## config.mk

```make
export PLATFORM = sky130hd
export DESIGN_NAME = mutex_lock_with_wait_stack
export DESIGN_NICKNAME = d
export VERILOG_FILES = /design/src/rtl/mlws_pkg.sv /design/src/rtl/mutex_lock_with_wait_stack.sv /design/src/rtl/mlws_ram.sv
export SDC_FILE = /design/constraint.sdc
export NUM_CORES = 1
export LEC_CHECK = 0
export BUFFER_PORTS_ARGS = -buffer_cell sky130_fd_sc_hd__buf_2
export CORE_ASPECT_RATIO = 2
export CORE_MARGIN = 3
export CORE_UTILIZATION = 30
export DETAILED_ROUTE_END_ITERATION = 10
export HOLD_SLACK_MARGIN = 0.12
export PLACE_DENSITY = 0.47
export SYNTH_ARGS = -nofsm -noshare
export SYNTH_HDL_FRONTEND = slang
export SYNTH_SLANG_ARGS = --single-unit
```

## constraint.sdc

```tcl
create_clock -name clk -period 5.3 [get_ports clk]
set_input_delay 1.06 -clock clk [delete_from_list [all_inputs] [get_ports clk]]
set_output_delay 1.06 -clock clk [all_outputs]
set_load 0.01 [all_outputs]
```

## src/rtl/mlws_pkg.sv

```systemverilog
// ----------------------------------------------------------------------------
// mlws_pkg - shared types for the mutex lock with wait stack
// Command, status and phase codes, request and response items, and sizes.
// ----------------------------------------------------------------------------
package mlws_pkg;

	// Width of a thread identifier; zero means no thread
	localparam int TID_W = 8;

	// Default number of entries in the wait stack
	localparam int WAIT_DEPTH_DEF = 16;

	typedef enum logic [1:0] {
		CMD_LOCK   = 2'd0,
		CMD_TRY    = 2'd1,
		CMD_UNLOCK = 2'd2,
		CMD_QUERY  = 2'd3
	} cmd_t;

	typedef enum logic [2:0] {
		ST_OK        = 3'd0,
		ST_QUEUED    = 3'd1,
		ST_BUSY      = 3'd2,
		ST_NOT_OWNER = 3'd3,
		ST_NO_THREAD = 3'd4,
		ST_FULL      = 3'd5
	} status_t;

	typedef enum logic [1:0] {
		PH_UNLOCKED  = 2'd0,
		PH_LOCKED    = 2'd1,
		PH_CONTENDED = 2'd2
	} phase_t;

	typedef struct packed {
		cmd_t             cmd;
		logic [TID_W-1:0] thread_id;
	} req_t;

	typedef struct packed {
		status_t          status;
		logic             woken_valid;
		logic [TID_W-1:0] woken_thread;
		logic             held;
		logic [TID_W-1:0] owner_now;
		phase_t           lock_phase;
	} rsp_t;

endpackage

```

## src/rtl/mutex_lock_with_wait_stack.sv

```systemverilog
// ----------------------------------------------------------------------------
// mutex_lock_with_wait_stack - single hardware lock with LIFO handoff
// Lock, try-lock, unlock and query requests; blocked lockers wait on a stack
// and an unlock hands the lock straight to the most recent waiter.
// ----------------------------------------------------------------------------
//  port    dir  width        role
//  start   in   1            request strobe, taken when busy is low
//  busy    out  1            always low: a request is taken every cycle
//  req     in   req_t        command and thread id
//  done    out  1            response strobe, one cycle per request
//  rsp     out  rsp_t        status, handoff thread and lock state
//
//  One request per cycle; its response shows in the cycle after acceptance.
//  The stack top sits in a register and the entry below it is prefetched
//  from the RAM, so back-to-back pops are served without waiting on the RAM.
//  Reset needs no clearing pass: stack entries are read only once written.
//  The receiver cannot stall; each response lasts exactly one cycle.
// ----------------------------------------------------------------------------
module mutex_lock_with_wait_stack #(
	parameter int WAIT_DEPTH = mlws_pkg::WAIT_DEPTH_DEF
) (
	input  logic           clk,
	input  logic           arst_n,
	input  logic           start,
	output logic           busy,
	input  mlws_pkg::req_t req,
	output logic           done,
	output mlws_pkg::rsp_t rsp
);

	import mlws_pkg::*;

	localparam int CNT_W  = $clog2(WAIT_DEPTH + 1);
	localparam int ADDR_W = (WAIT_DEPTH > 1) ? $clog2(WAIT_DEPTH) : 1;

	phase_t             phase_q, nxt_phase;
	logic [TID_W-1:0]   owner_q, nxt_owner;
	logic [CNT_W-1:0]   count_q, nxt_count;
	logic [TID_W-1:0]   top_q, nxt_top;
	logic [CNT_W-1:0]   rd_idx;
	logic [ADDR_W-1:0]  rd_addr;
	logic [TID_W-1:0]   below_top;
	logic               push;
	logic               accept;
	rsp_t               rsp_d;

	assign busy   = 1'b0;
	assign accept = start && !busy;

	// Stack body: every push is written, the entry under the top is prefetched
	mlws_ram #(
		.WIDTH (TID_W),
		.DEPTH (WAIT_DEPTH)
	) u_stack (
		.clk     (clk),
		.wr_en   (push),
		.wr_addr (count_q[ADDR_W-1:0]),
		.wr_data (req.thread_id),
		.rd_addr (rd_addr),
		.rd_data (below_top)
	);

	// Address the entry that will lie under the top after this cycle
	assign rd_idx  = nxt_count - CNT_W'(1) - CNT_W'(1);
	assign rd_addr = (nxt_count > CNT_W'(1)) ? rd_idx[ADDR_W-1:0] : '0;

	// Decode the request against the current lock state
	always_comb begin
		nxt_phase = phase_q;
		nxt_owner = owner_q;
		nxt_count = count_q;
		nxt_top   = top_q;
		push      = 1'b0;
		rsp_d     = '0;
		rsp_d.status = ST_OK;
		if (accept) begin
			case (req.cmd)
				CMD_LOCK: begin
					if (req.thread_id == '0) begin
						rsp_d.status = ST_NO_THREAD;
					end else if (phase_q == PH_UNLOCKED) begin
						nxt_owner = req.thread_id;
						nxt_phase = PH_LOCKED;
					end else if (count_q == CNT_W'(WAIT_DEPTH)) begin
						rsp_d.status = ST_FULL;
					end else begin
						push         = 1'b1;
						nxt_top      = req.thread_id;
						nxt_count    = count_q + CNT_W'(1);
						nxt_phase    = PH_CONTENDED;
						rsp_d.status = ST_QUEUED;
					end
				end
				CMD_TRY: begin
					if (phase_q != PH_UNLOCKED) begin
						rsp_d.status = ST_BUSY;
					end else if (req.thread_id == '0) begin
						rsp_d.status = ST_NO_THREAD;
					end else begin
						nxt_owner = req.thread_id;
						nxt_phase = PH_LOCKED;
					end
				end
				CMD_UNLOCK: begin
					if (req.thread_id == '0) begin
						rsp_d.status = ST_NO_THREAD;
					end else if (owner_q != req.thread_id) begin
						rsp_d.status = ST_NOT_OWNER;
					end else if (count_q != '0) begin
						// hand the lock to the latest waiter, phase stays contended
						nxt_count          = count_q - CNT_W'(1);
						nxt_owner          = top_q;
						nxt_top            = below_top;
						rsp_d.woken_valid  = 1'b1;
						rsp_d.woken_thread = top_q;
					end else begin
						nxt_owner = '0;
						nxt_phase = PH_UNLOCKED;
					end
				end
				CMD_QUERY: begin
					rsp_d.status = ST_OK;
				end
				default: begin
					rsp_d.status = ST_OK;
				end
			endcase
		end
		rsp_d.held       = (nxt_phase != PH_UNLOCKED);
		rsp_d.owner_now  = nxt_owner;
		rsp_d.lock_phase = nxt_phase;
	end

	// Hold lock state, waiter count and the response strobe
	always_ff @(posedge clk or negedge arst_n) begin
		if (!arst_n) begin
			phase_q <= PH_UNLOCKED;
			owner_q <= '0;
			count_q <= '0;
			done    <= 1'b0;
		end else begin
			phase_q <= nxt_phase;
			owner_q <= nxt_owner;
			count_q <= nxt_count;
			done    <= accept;
		end
	end

	// Register the stack top and the response payload
	always_ff @(posedge clk) begin
		top_q <= nxt_top;
		rsp   <= rsp_d;
	end

	// A response follows exactly one accepted request
	a_done_follows_req: assert property (@(posedge clk) disable iff (!arst_n)
		done |-> $past(accept))
		else $error("response without a request");

	// A free lock has no owner and no waiters
	a_free_is_empty: assert property (@(posedge clk) disable iff (!arst_n)
		(phase_q == PH_UNLOCKED) |-> (owner_q == '0 && count_q == '0))
		else $error("free lock with owner or waiters");

	// Waiters exist only while the lock is contended
	a_waiters_contended: assert property (@(posedge clk) disable iff (!arst_n)
		(count_q != '0) |-> (phase_q == PH_CONTENDED))
		else $error("waiters without contention");

	// The stack never overfills
	a_count_bound: assert property (@(posedge clk) disable iff (!arst_n)
		count_q <= CNT_W'(WAIT_DEPTH))
		else $error("wait stack overfilled");

	// A handoff makes the woken thread the owner of a contended lock
	a_handoff_owner: assert property (@(posedge clk) disable iff (!arst_n)
		(done && rsp.woken_valid) |->
			(rsp.owner_now == rsp.woken_thread && rsp.lock_phase == PH_CONTENDED
			 && rsp.status == ST_OK))
		else $error("handoff state mismatch");

endmodule

```

## src/rtl/mlws_ram.sv

```systemverilog
// ----------------------------------------------------------------------------
// mlws_ram - generic single-write, single-read RAM
// One write port and one read port with registered read data.
// ----------------------------------------------------------------------------
module mlws_ram #(
	parameter int WIDTH = 8,
	parameter int DEPTH = 16,
	parameter int ADDR_W = (DEPTH > 1) ? $clog2(DEPTH) : 1
) (
	input  logic              clk,
	input  logic              wr_en,
	input  logic [ADDR_W-1:0] wr_addr,
	input  logic [WIDTH-1:0]  wr_data,
	input  logic [ADDR_W-1:0] rd_addr,
	output logic [WIDTH-1:0]  rd_data
);

	logic [WIDTH-1:0] mem_q [DEPTH];

	// Write on request, register every read
	always_ff @(posedge clk) begin
		if (wr_en) begin
			mem_q[wr_addr] <= wr_data;
		end
		rd_data <= mem_q[rd_addr];
	end

endmodule
```

======== Word-level counts from Yosys, hierarchy flattened ========
Memories as Yosys holds them, arrays and structs flattened. A register that Yosys moved wholly into a read port is not among the register bits.
Cells that the tools add are included.
word-level totals
  register bits ........................... 47
  bits in latches ......................... 0
  RAM bits ................................ 128
  bits in read-only memories .............. 0
  input bits .............................. 13
  output and inout bits ................... 25
  word-level logic and storage cells ...... 92
  memories ................................ 1
memories
  name           depth  bits a word  rd ports  clocked after memory_dff  wr ports  line            source
  u_stack.mem_q  16     8            1         1                         1         mlws_ram.sv:18  logic [WIDTH-1:0] mem_q [DEPTH];
operators by class
  add/sub/neg operators ................... 4
  $mul .................................... 0
  divide/modulo/power cells ............... 0
  magnitude comparators ................... 1
  equality and inequality tests ........... 11
  shift-type cells ........................ 0
  muxes and demuxes ....................... 51
  bitwise operators ....................... 3
  reduce and logical (&&, ||, !) cells .... 10
operator list
  operator               count
  $mux W8                14
  $mux W5                7
  $pmux W8 S3            1
  $mux W2                10
  $mux W3                6
  $pmux W8 S2            1
  $ne A2 B2 Y1 const B   6
  $pmux W3 S4            1
  $pmux W5 S2            1
  $mux W9                1
  $logic_not A8 Y1       1
  $ne A8 B8 Y1           1
  $reduce_and A8 Y1      1
  $sub A4 B1 Y4 const B  2
  $mux W1                7
  $pmux W2 S3            1
  $reduce_bool A2 Y1     3
  $add A5 B1 Y5 const B  1
  $eq A5 B5 Y1 const B   1
  $gt A5 B1 Y1 const B   1
  $reduce_bool A5 Y1     1
  $reduce_or A5 Y1       1
  $sub A5 B1 Y5 const B  1
  $eq A2 B2 Y1 const B   2
  other kinds (5)        8

======== Longest topological paths before layout ========
Gate-level depths: netlist (run 1).
  depth in word-level cells ............... 9
  gate-level depth with buffers ........... 19
  depth with buffers taken out ............ 15

======== Modules after synthesis ========
From an unflattened synthesis (run 1), not the netlist that was laid out.
unflattened totals
  cell total of the unflattened synthesis .. 476
  area total of the unflattened synthesis .. 7552.2 um^2
modules (own cells, without submodules)
  module                      instances  cells an instance  area each (um^2)  sequential area each (um^2)
  mlws_ram                    1          229                5147.4            4003.8
  mutex_lock_with_wait_stack  1          247                2404.8            1101.1

======== Least setup slack after synthesis (run 1) ========
Ideal clock, no wire load.
  kind .................................... input -> register
  start ................................... input req[5] in the netlist's numbering
  end ..................................... register u_stack.rd_data[0] (read register of u_stack.mem_q)
  setup time .............................. 86 ps
  arrival ................................. 4059 ps
  data required time ...................... 5214 ps
  path slack .............................. 1155 ps
  stages on the path ...................... 15
  path buffers ............................ 3
  cells stage by stage .................... xor2_1 nor4_4 nand3_2 or2_2 a21o_1 buf_4 ha_1 nor4b_1 a211oi_1 a32oi_1 or2_1 buf_6 and2_4 buf_6 a221oi_2
between the ends
  cells in the longest elaborated chain, start to end .. 8
  elaborated cells between the ends (all ways) .. 11
  those cells by class .................... 2 x add/sub; 1 x order compare; 1 x eq/ne; 6 x mux; 1 x reduce/logical
RTL lines
  element                      line                               source
  start: declaration           mutex_lock_with_wait_stack.sv:26   input mlws_pkg::req_t req,
  $ne A8 B8 Y1                 mutex_lock_with_wait_stack.sv:107  end else if (owner_q != req.thread_id) begin
  $mux W5                      mutex_lock_with_wait_stack.sv:107
  $mux W5                      mutex_lock_with_wait_stack.sv:105  if (req.thread_id == '0) begin
  $pmux W5 S2 (*)              mutex_lock_with_wait_stack.sv:77   case (req.cmd)
  $mux W5 (*)                  mutex_lock_with_wait_stack.sv:76   if (accept) begin
  $sub A4 B1 Y4 (2 in series)  mutex_lock_with_wait_stack.sv:64   assign rd_idx = nxt_count - CNT_W'(1) - CNT_W'(1);
  $mux W4 (*)                  mutex_lock_with_wait_stack.sv:65   assign rd_addr = (nxt_count > CNT_W'(1)) ? rd_idx[ADDR_W-1:0] : '0;
  end: declaration             mlws_ram.sv:15                     output logic [WIDTH-1:0] rd_data
Mark *: on every way between the ends. The rest lies on a longest branch, timed or not.
A chain may end at the register's enable or synchronous reset.

======== Final worst setup path (run 1) ========
  start ................................... register count_q[0]
  end ..................................... register u_stack.rd_data[5] (read register of u_stack.mem_q)
between the ends
  cells in the longest elaborated chain, start to end .. 9
  elaborated cells between the ends (all ways) .. 16
  those cells by class .................... 4 x add/sub; 1 x order compare; 1 x eq/ne; 9 x mux; 1 x reduce/logical
RTL lines
  element                                      line                                                                 source
  start: declaration                           mutex_lock_with_wait_stack.sv:38                                     logic [CNT_W-1:0] count_q, nxt_count;
  start signal: assignment                     mutex_lock_with_wait_stack.sv:144                                    count_q <= nxt_count;
  $sub A5 B1 Y5, or another cell as far along  mutex_lock_with_wait_stack.sv:111                                    nxt_count = count_q - CNT_W'(1);
  $mux W5, on equally long branches            mutex_lock_with_wait_stack.sv:109, mutex_lock_with_wait_stack.sv:84
  $mux W5, on equally long branches            mutex_lock_with_wait_stack.sv:107, mutex_lock_with_wait_stack.sv:81
  $mux W5, on equally long branches            mutex_lock_with_wait_stack.sv:105, mutex_lock_with_wait_stack.sv:79
  $pmux W5 S2                                  mutex_lock_with_wait_stack.sv:77
  $mux W5 (*)                                  mutex_lock_with_wait_stack.sv:76
  $sub A4 B1 Y4 (2 in series)                  mutex_lock_with_wait_stack.sv:64
  $mux W4 (*)                                  mutex_lock_with_wait_stack.sv:65
Marked as above.

==> out/results.ini, run 1 <==
[status]
status = finished, final reports clean

[worst_hold_path]
hold_end = rsp[16]
worstHoldStart = top_q[5]
whs_path_depth = 1
holdCritPathClass = reg2reg

[sta]
setup_viol = 0
hold_viol = 0
report.final.slew_viol_count = 0
worst_pin_slew_ns = 0.943
fin_skew_ns = 0.00750
holdWs_ns = 0.500
fin_ws_ns = 0.870
rsz0062_at_grt = false
relSlewSlack_pct = 36.9
fmax_mhz = 226
final.setup.tns_ns = 0
fin_crit_sh_pct = 83.6
period_needed_ns = 4.43

[pwr]
switching_power_mw = 1.39
peakVddDrop_mv = 0.304
power_density_nw_per_um2 = 480
clockPowerShare_pct = 27.0
p_leak_nw = 3.11
internal_power_mw = 2.80
combPwrFrac_pct = 30.4
swShare_pct = 33.2
p_seq_share_pct = 42.7

[clocking]
cts-root-buf = clkbuf_16
clk_latency_ns = 0.43
cts_buffers = 17
h-tree-depth = 4
clk_pin_slew_ns = 0.07
cts_buffer_depth = 2
cts_resized = 0
cts_tree = yes
hold_buffers = 0
cts_setup_buffers = 0
cts.sink_count = 183

[logic_synthesis]
synth_top_family_by_area = compound AO/OA/AOI/OAI gates
synthTopCellsByCount = edfxtp_1, nand2_1, mux2i_1, dfxtp_1, nor2_1
synth_most_common_cell = edfxtp_1
syn-cell-area_um2 = 7600
synth_compound_area_share_pct = 10.2
synth_fa_ha_area_share_pct = 1.15
synth.largest_area_cell = edfxtp_1
synth-main-ff-cell = edfxtp_1
synth-async-reset-ratio_pct = 8.74
synth.avg_cell_area_um2 = 14.8
synth_top_area_share_pct = 53.7
synth-xor-area-share_pct = 1.50
synth_cell_types = 69
syn_nets = 532
synth-edff-count = 136
ys_top_cells_by_area = edfxtp_1, dfxtp_1, mux2i_1
synth_simple_gate_area_share_pct = 9.10
yosys_warnings = 0
synth_mux_area_share_pct = 8.82
yosysSeqAreaShare_pct = 67.2
synth-seq-cells = 183
synth_cells = 512

[critical_path]
worstPathMaxFanout = 16
r2r_cells = 14
crit_slowest_cell = dfrtp_1
start_kind = flop
regToRegSetupSlack_ns = 0.87
rr_startpoint = count_q[0]
end_kind = flop
cpPeakStageDelay_ns = 0.62
r2r_end = u_stack.rd_data[5]
crit_type = reg2reg
crit_required_ns = 5.65
cp_cell_sequence = inv_1 -> ha_1 -> and4bb_1 -> a211oi_2 -> and2_4 -> nand2_1 -> o211a_1 -> ha_1 -> nor4b_1 -> a211oi_1 -> a32oi_1 -> o22ai_2 -> nand2_1 -> a221oi_2
arrival_ns = 4.78

[routing]
dr_wl_met2_um = 10900
met3_length_um = 503
route.vias.total = 4367
wirelength_um = 19200
drt-initial-drc-count = 145
wl_per_cell_um = 21.1
ant_nets = 0
drt-vias-per-instance = 4.81
first_pass_iters = 4
remaining_drc_errors = 0
highest_layer = met4
wirelength_met1_um = 6850

[run]
maxCapViolations = 0

[finish]
area_growth_pct = 14.9
fin_nets = 583
drive_above_1_share_pct = 20.7
postLayoutCoreUtil_pct = 35.3
stdcell_count = 908
antenna_cells = 0
fillers = 2464

[floorplan]
die_y_um = 231
die_x_um = 119
start_util_pct = 30.7
dieArea_um2 = 27400
rows = 81
core_area_um2 = 24700
ioPinCount = 38

[grt]
track_usage_pct = 14.5
grt_pass1_vias = 4656
grt_overflow = 0
antenna_found_initial = 0
grt_pass1_wl_um = 29200
grt_max_degree = 26

[placed_design]
place_congestion = 0.975
port_buffers = 36
hpwl_um = 14300
placed_cells = 876
dp_slack_ns = 0.511

## worst max-delay path: cells and delay by family, from the launching register on
family	cells	cell delay [ns]
compound gates	6	1.84
flops	1	0.62
buf+inv	1	0.24
fa+ha+maj	2	0.54
simple gates	5	1.07
## sequential cells by signal, indices dropped and copies added, names as in the netlist
signal and cells:
rsp 23, top_q 8, u_stack.rd_data 8, owner_q 8
phase_q 2, done 1, count_q 5, u_stack.mem_q 128
## placed cells by master (no fill, tap or decap), types with 3 or more instances in the layout
cell type	netlist	routed
a221oi_2	8	8
o21ai_1	6	6
clkbuf_16	0	17
nor2b_1	4	4
dfrtp_1	16	16
clkinv_1	0	3
ha_1	7	7
mux4_2	8	8
buf_2	1	36
a31oi_1	5	5
nand2_1	54	54
dfxtp_1	31	31
buf_4	6	16
nor2_1	24	24
o21ai_0	15	15
nor3_1	7	7
mux2i_1	49	49
edfxtp_1	136	136
a211oi_1	9	9
a22oi_1	9	9
inv_1	8	8
o2bb2ai_1	16	16
nand2b_1	4	4
and2_1	10	10
clkinvlp_4	0	4
clkinv_2	0	3
a21oi_1	4	4
xor2_1	8	8
## cell families after synthesis
logic type	count (synthesis)
other cells	1
xor+xnor	10
buf+inv	31
compound gates	94
fa+ha+maj	7
mux	57
flops	183
simple gates	129
## worst max-delay path by stage
stage / from / endpoint / slack (ns) / cells after the start
final: count_q[0] / u_stack.rd_data[5] / 0.87 / 14
after global routing: count_q[0] / u_stack.rd_data[3] / 0.56 / 15
after CTS: count_q[0] / u_stack.rd_data[5] / 0.88 / 14
after detailed placement: req[4] / u_stack.rd_data[5] / 0.51 / 13
after global placement: req[4] / u_stack.rd_data[5] / 0.56 / 14
after floorplan: req[5] / u_stack.rd_data[0] / 1.15 / 15
## routing by layer
metal | GRT usage, % | vias to the layer above
met2 | 27.8 | 98
met4 | 7.73 | 0
met5 | 0 | -
met1 | 14.3 | 2176
li1 | - | 2064
met3 | 3.08 | 29
## per-stage QoR
step                      instance area (um^2)  power, mW
after floorplan                           7600       2.73
after global placement                    8220       3.11
after detailed placement                  8220       3.12
after CTS                                 8730       4.26
after global routing                      8730       4.41
final                                     8730       4.19
## layout make-up
cell class	count	area, um^2	area share (%)
clock buffers	19	433	4.96
clock inverters	13	82.6	0.946
inverters	10	37.5	0.430
multi-input cells	298	2340	26.8
flip-flops and latches	183	5100	58.5
well taps	332	415	4.76
repair buffers	53	320	3.67
## power groups by stage
stage | Clock (mW) | Combinational, mW | Sequential (mW)
global route | 1.22 | 1.39 | 1.80
detailed placement | 0 | 1.30 | 1.81
finish | 1.13 | 1.27 | 1.79
global placement | 0 | 1.29 | 1.82
CTS | 1.16 | 1.31 | 1.79
floorplan | 0 | 0.940 | 1.79
Power figures use the tool's default switching activity.
==> run 2, diff against run 1 <==
ABC_AREA = 1   (was not set)
clock period = 4.5 ns   (was 5.3 ns; I/O delays follow)
==> out/results.ini, run 2 <==
[routing]
drt-initial-drc-count = 293  ; was 145
drt-vias-per-instance = 4.87  ; was 4.81
remaining_drc_errors = 0  ; unchanged
wl_per_cell_um = 20.4  ; was 21.1 um
route.vias.total = 5821  ; was 4,367
wirelength_um = 24400  ; was 19,200 um
ant_nets = 0  ; unchanged
first_pass_iters = 7  ; was 4

[clocking]
clk_latency_ns = 0.44  ; was 0.43 ns
cts_buffers = 17  ; unchanged
hold_buffers = 0  ; unchanged
cts_buffer_depth = 2  ; unchanged
cts_setup_buffers = 0  ; unchanged
cts-root-buf = clkbuf_16  ; unchanged
cts_resized = 0  ; unchanged
clk_pin_slew_ns = 0.07  ; about the same
cts.sink_count = 183  ; unchanged
cts_tree = yes  ; unchanged
h-tree-depth = 4  ; unchanged

[grt]
grtUsageMet3_pct = 2.58  ; was 3.08%
use_met1_pct = 16.7  ; was 14.3%
busiest_layer = met2  ; unchanged
grt.met2_usage_pct = 34.0  ; was 27.8%
grt_overflow = 0  ; unchanged
grt_pass1_vias = 6001  ; was 4,656
track_usage_pct = 17.6  ; was 14.5%
grt_pass1_wl_um = 37000  ; was 29,200 um
antenna_found_initial = 0  ; unchanged
grt_max_degree = 65  ; was 26

[logic_synthesis]
synth_most_common_cell = edfxtp_1  ; unchanged
synth-main-ff-cell = edfxtp_1  ; unchanged
synth.avg_cell_area_um2 = 10.3  ; was 14.8 um^2
synth_cell_types = 38  ; was 69
yosys_warnings = 0  ; unchanged
syn-cell-area_um2 = 8140  ; was 7600 um^2
synth-seq-cells = 183  ; unchanged
synth.largest_area_cell = edfxtp_1  ; unchanged
yosysSeqAreaShare_pct = 62.7  ; was 67.2%
synthTopCellsByCount = edfxtp_1, nand2_1, nand3_1, inv_1, nor2_1  ; was edfxtp_1, nand2_1, mux2i_1, dfxtp_1, nor2_1
synth-async-reset-ratio_pct = 8.74  ; unchanged
synth_top_area_share_pct = 50.2  ; was 53.7%
synth-edff-count = 136  ; unchanged
syn_nets = 812  ; was 532
ys_top_cells_by_area = edfxtp_1, dfxtp_1, nand3_1  ; was edfxtp_1, dfxtp_1, mux2i_1
synth_cells = 792  ; was 512

[finish]
top_regs = u_stack.mem_q x128, rsp x23  ; unchanged
area_growth_pct = 14.8  ; was 14.9%
drive_above_1_share_pct = 17.4  ; was 20.7%
fin_nets = 859  ; was 583
final_cell_mix = edfxtp_1, nand2_1, nand3_1, inv_1, nor2_1  ; was edfxtp_1, nand2_1, mux2i_1, buf_2, dfxtp_1
top_register = u_stack.mem_q  ; unchanged
antenna_cells = 0  ; unchanged
largest_register_ffs = 128  ; unchanged
final_common_cell = edfxtp_1  ; unchanged

[floorplan]
core_area_um2 = 26500  ; was 24,700 um^2
dieArea_um2 = 29300  ; was 27,400 um^2
die_y_um = 239  ; was 231 um
rows = 84  ; was 81
start_util_pct = 30.7  ; about the same
die_x_um = 122  ; was 119 um
ioPinCount = 38  ; unchanged

[pwr]
peakVddDrop_mv = 0.304  ; about the same
p_leak_nw = 3.79  ; was 3.11 nW
swShare_pct = 33.0  ; was 33.2%
combPwrFrac_pct = 24.2  ; was 30.4%
internal_power_mw = 3.01  ; was 2.80 mW
switching_power_mw = 1.48  ; was 1.39 mW
clockPowerShare_pct = 31.2  ; was 27.0%
power_density_nw_per_um2 = 481  ; was 480 nW/um^2
p_seq_share_pct = 44.6  ; was 42.7%

[critical_path]
r2r_cells = 17  ; was 14
start_kind = flop  ; unchanged
cpPeakStageDelay_ns = 0.49  ; was 0.62 ns
worstPathMaxFanout = 64  ; was 16
crit_required_ns = 4.88  ; was 5.65 ns
r2r_end = u_stack.rd_data[6]  ; was u_stack.rd_data[5]
crit_top_cell = nand2_1
regToRegSetupSlack_ns = 0.87  ; about the same
end_kind = flop  ; unchanged
cp_cell_sequence = inv_1 -> ha_1 -> nand3b_1 -> nand2_1 -> nand2_2 -> nand2_1 -> a21oi_2 -> inv_1 -> ha_1 -> nand4_1 -> nand2_2 -> nand2_4 -> buf_12 -> o2111ai_1 -> nand3_1 -> nand3_1 -> nand2_1  ; was inv_1 -> ha_1 -> and4bb_1 -> a211oi_2 -> and2_4 -> nand2_1 -> o211a_1 -> ha_1 -> nor4b_1 -> a211oi_1 -> a32oi_1 -> o22ai_2 -> nand2_1 -> a221oi_2
crit_type = reg2reg  ; unchanged
rr_startpoint = count_q[1]  ; was count_q[0]
crit_slowest_cell = dfrtp_1  ; unchanged
arrival_ns = 4.01  ; was 4.78 ns

[placed_design]
place_congestion = 0.882  ; was 0.975
dp_slack_ns = 0.414  ; was 0.511 ns
hpwl_um = 17700  ; was 14,300 um
port_buffers = 36  ; unchanged

[sta]
fin_crit_sh_pct = 80.6  ; was 83.6%
rsz0062_at_grt = false  ; unchanged
final.setup.tns_ns = 0  ; unchanged
hold_viol = 0  ; unchanged
worst_pin_slew_ns = 0.917  ; was 0.943 ns
fmax_mhz = 276  ; was 226 MHz
period_needed_ns = 3.63  ; was 4.43 ns
holdWs_ns = 0.402  ; was 0.500 ns
report.final.slew_viol_count = 0  ; unchanged
setup_viol = 0  ; unchanged
relSlewSlack_pct = 38.7  ; was 36.9%
fin_ws_ns = 0.873  ; was 0.870 ns
fin_skew_ns = 0.00966  ; was 0.00750 ns

[status]
status = finished, final reports clean  ; unchanged

[run]
maxCapViolations = 0  ; unchanged

[worst_hold_path]
holdCritPathClass = in2async  ; was reg2reg

## run 2: logic make-up (layout without fill, tap and decap cells)
group | after synthesis | in the layout | synth area share, %
adder cells (fa/ha/maj) | 7 | 7 | 1.08
AND/OR/NAND/NOR | 376 | 376 | 22.0
buffers and inverters | 147 | 207 | 7.77
XOR/XNOR | 3 | 3 | 0.323
AO/OA/AOI/OAI | 75 | 75 | 6.04
other | 1 | 1 | 0.0461
flip-flops | 183 | 183 | 62.7
## run 2: through the flow
| stage | std cells | total power, mW | area, um^2 | util [%] |
|---|---|---|---|---|
| after floorplan | 792 | 2.71 | 8140 | - |
| after global placement | 1164 | 3.16 | 8790 | 33.2 |
| after detailed placement | 1164 | 3.14 | 8790 | 33.2 |
| after CTS | 1196 | 4.56 | 9340 | 35.3 |
| after global routing | 1196 | 4.72 | 9340 | 35.3 |
| final | 1196 | 4.49 | 9340 | 35.3 |
## run 2: worst max-delay path by stage
stage / startpoint / end / slack, ns / cells after the start
after floorplan: req[6] / u_stack.rd_data[3] / 1.01 / 21
after global placement: req[5] / u_stack.rd_data[7] / 0.44 / 21
after detailed placement: req[5] / u_stack.rd_data[6] / 0.41 / 20
after CTS: count_q[1] / u_stack.rd_data[7] / 0.86 / 18
after global routing: count_q[1] / u_stack.rd_data[7] / 0.66 / 18
final: count_q[1] / u_stack.rd_data[6] / 0.87 / 17
## run 2: layout make-up
type / instances / area, um^2
fill: 2739 / 17100
sequential: 183 / 5100
multi-input combinational: 462 / 2400
clock buffer: 20 / 457
timing repair buffer: 64 / 440
tap: 344 / 430
inverter: 111 / 417
clock inverter: 12 / 91.3
## run 2: worst max-delay path: cells and delay by family (launching register included)
family,cells,cell delay (ns)
buffers and inverters,3,0.57
AO/OA/AOI/OAI,2,0.40
AND/OR/NAND/NOR,10,1.60
adder cells (fa/ha/maj),2,0.49
flip-flops,1,0.49
## run 2: metal layers
layer / up-vias / routed length, um
li1: 2785 / -
met1: 2832 / 7910
met2: 141 / 14200
met3: 63 / 758
met4: 0 / 1550
met5: - / 0
## run 2: power by group through the flow
stage	Combinational [mW]	Sequential, mW	Clock (mW)
finish	1.09	2.00	1.40
global placement	1.11	2.04	0
global route	1.21	2.02	1.50
detailed placement	1.11	2.04	0
floorplan	0.686	2.02	0
CTS	1.11	2.00	1.45
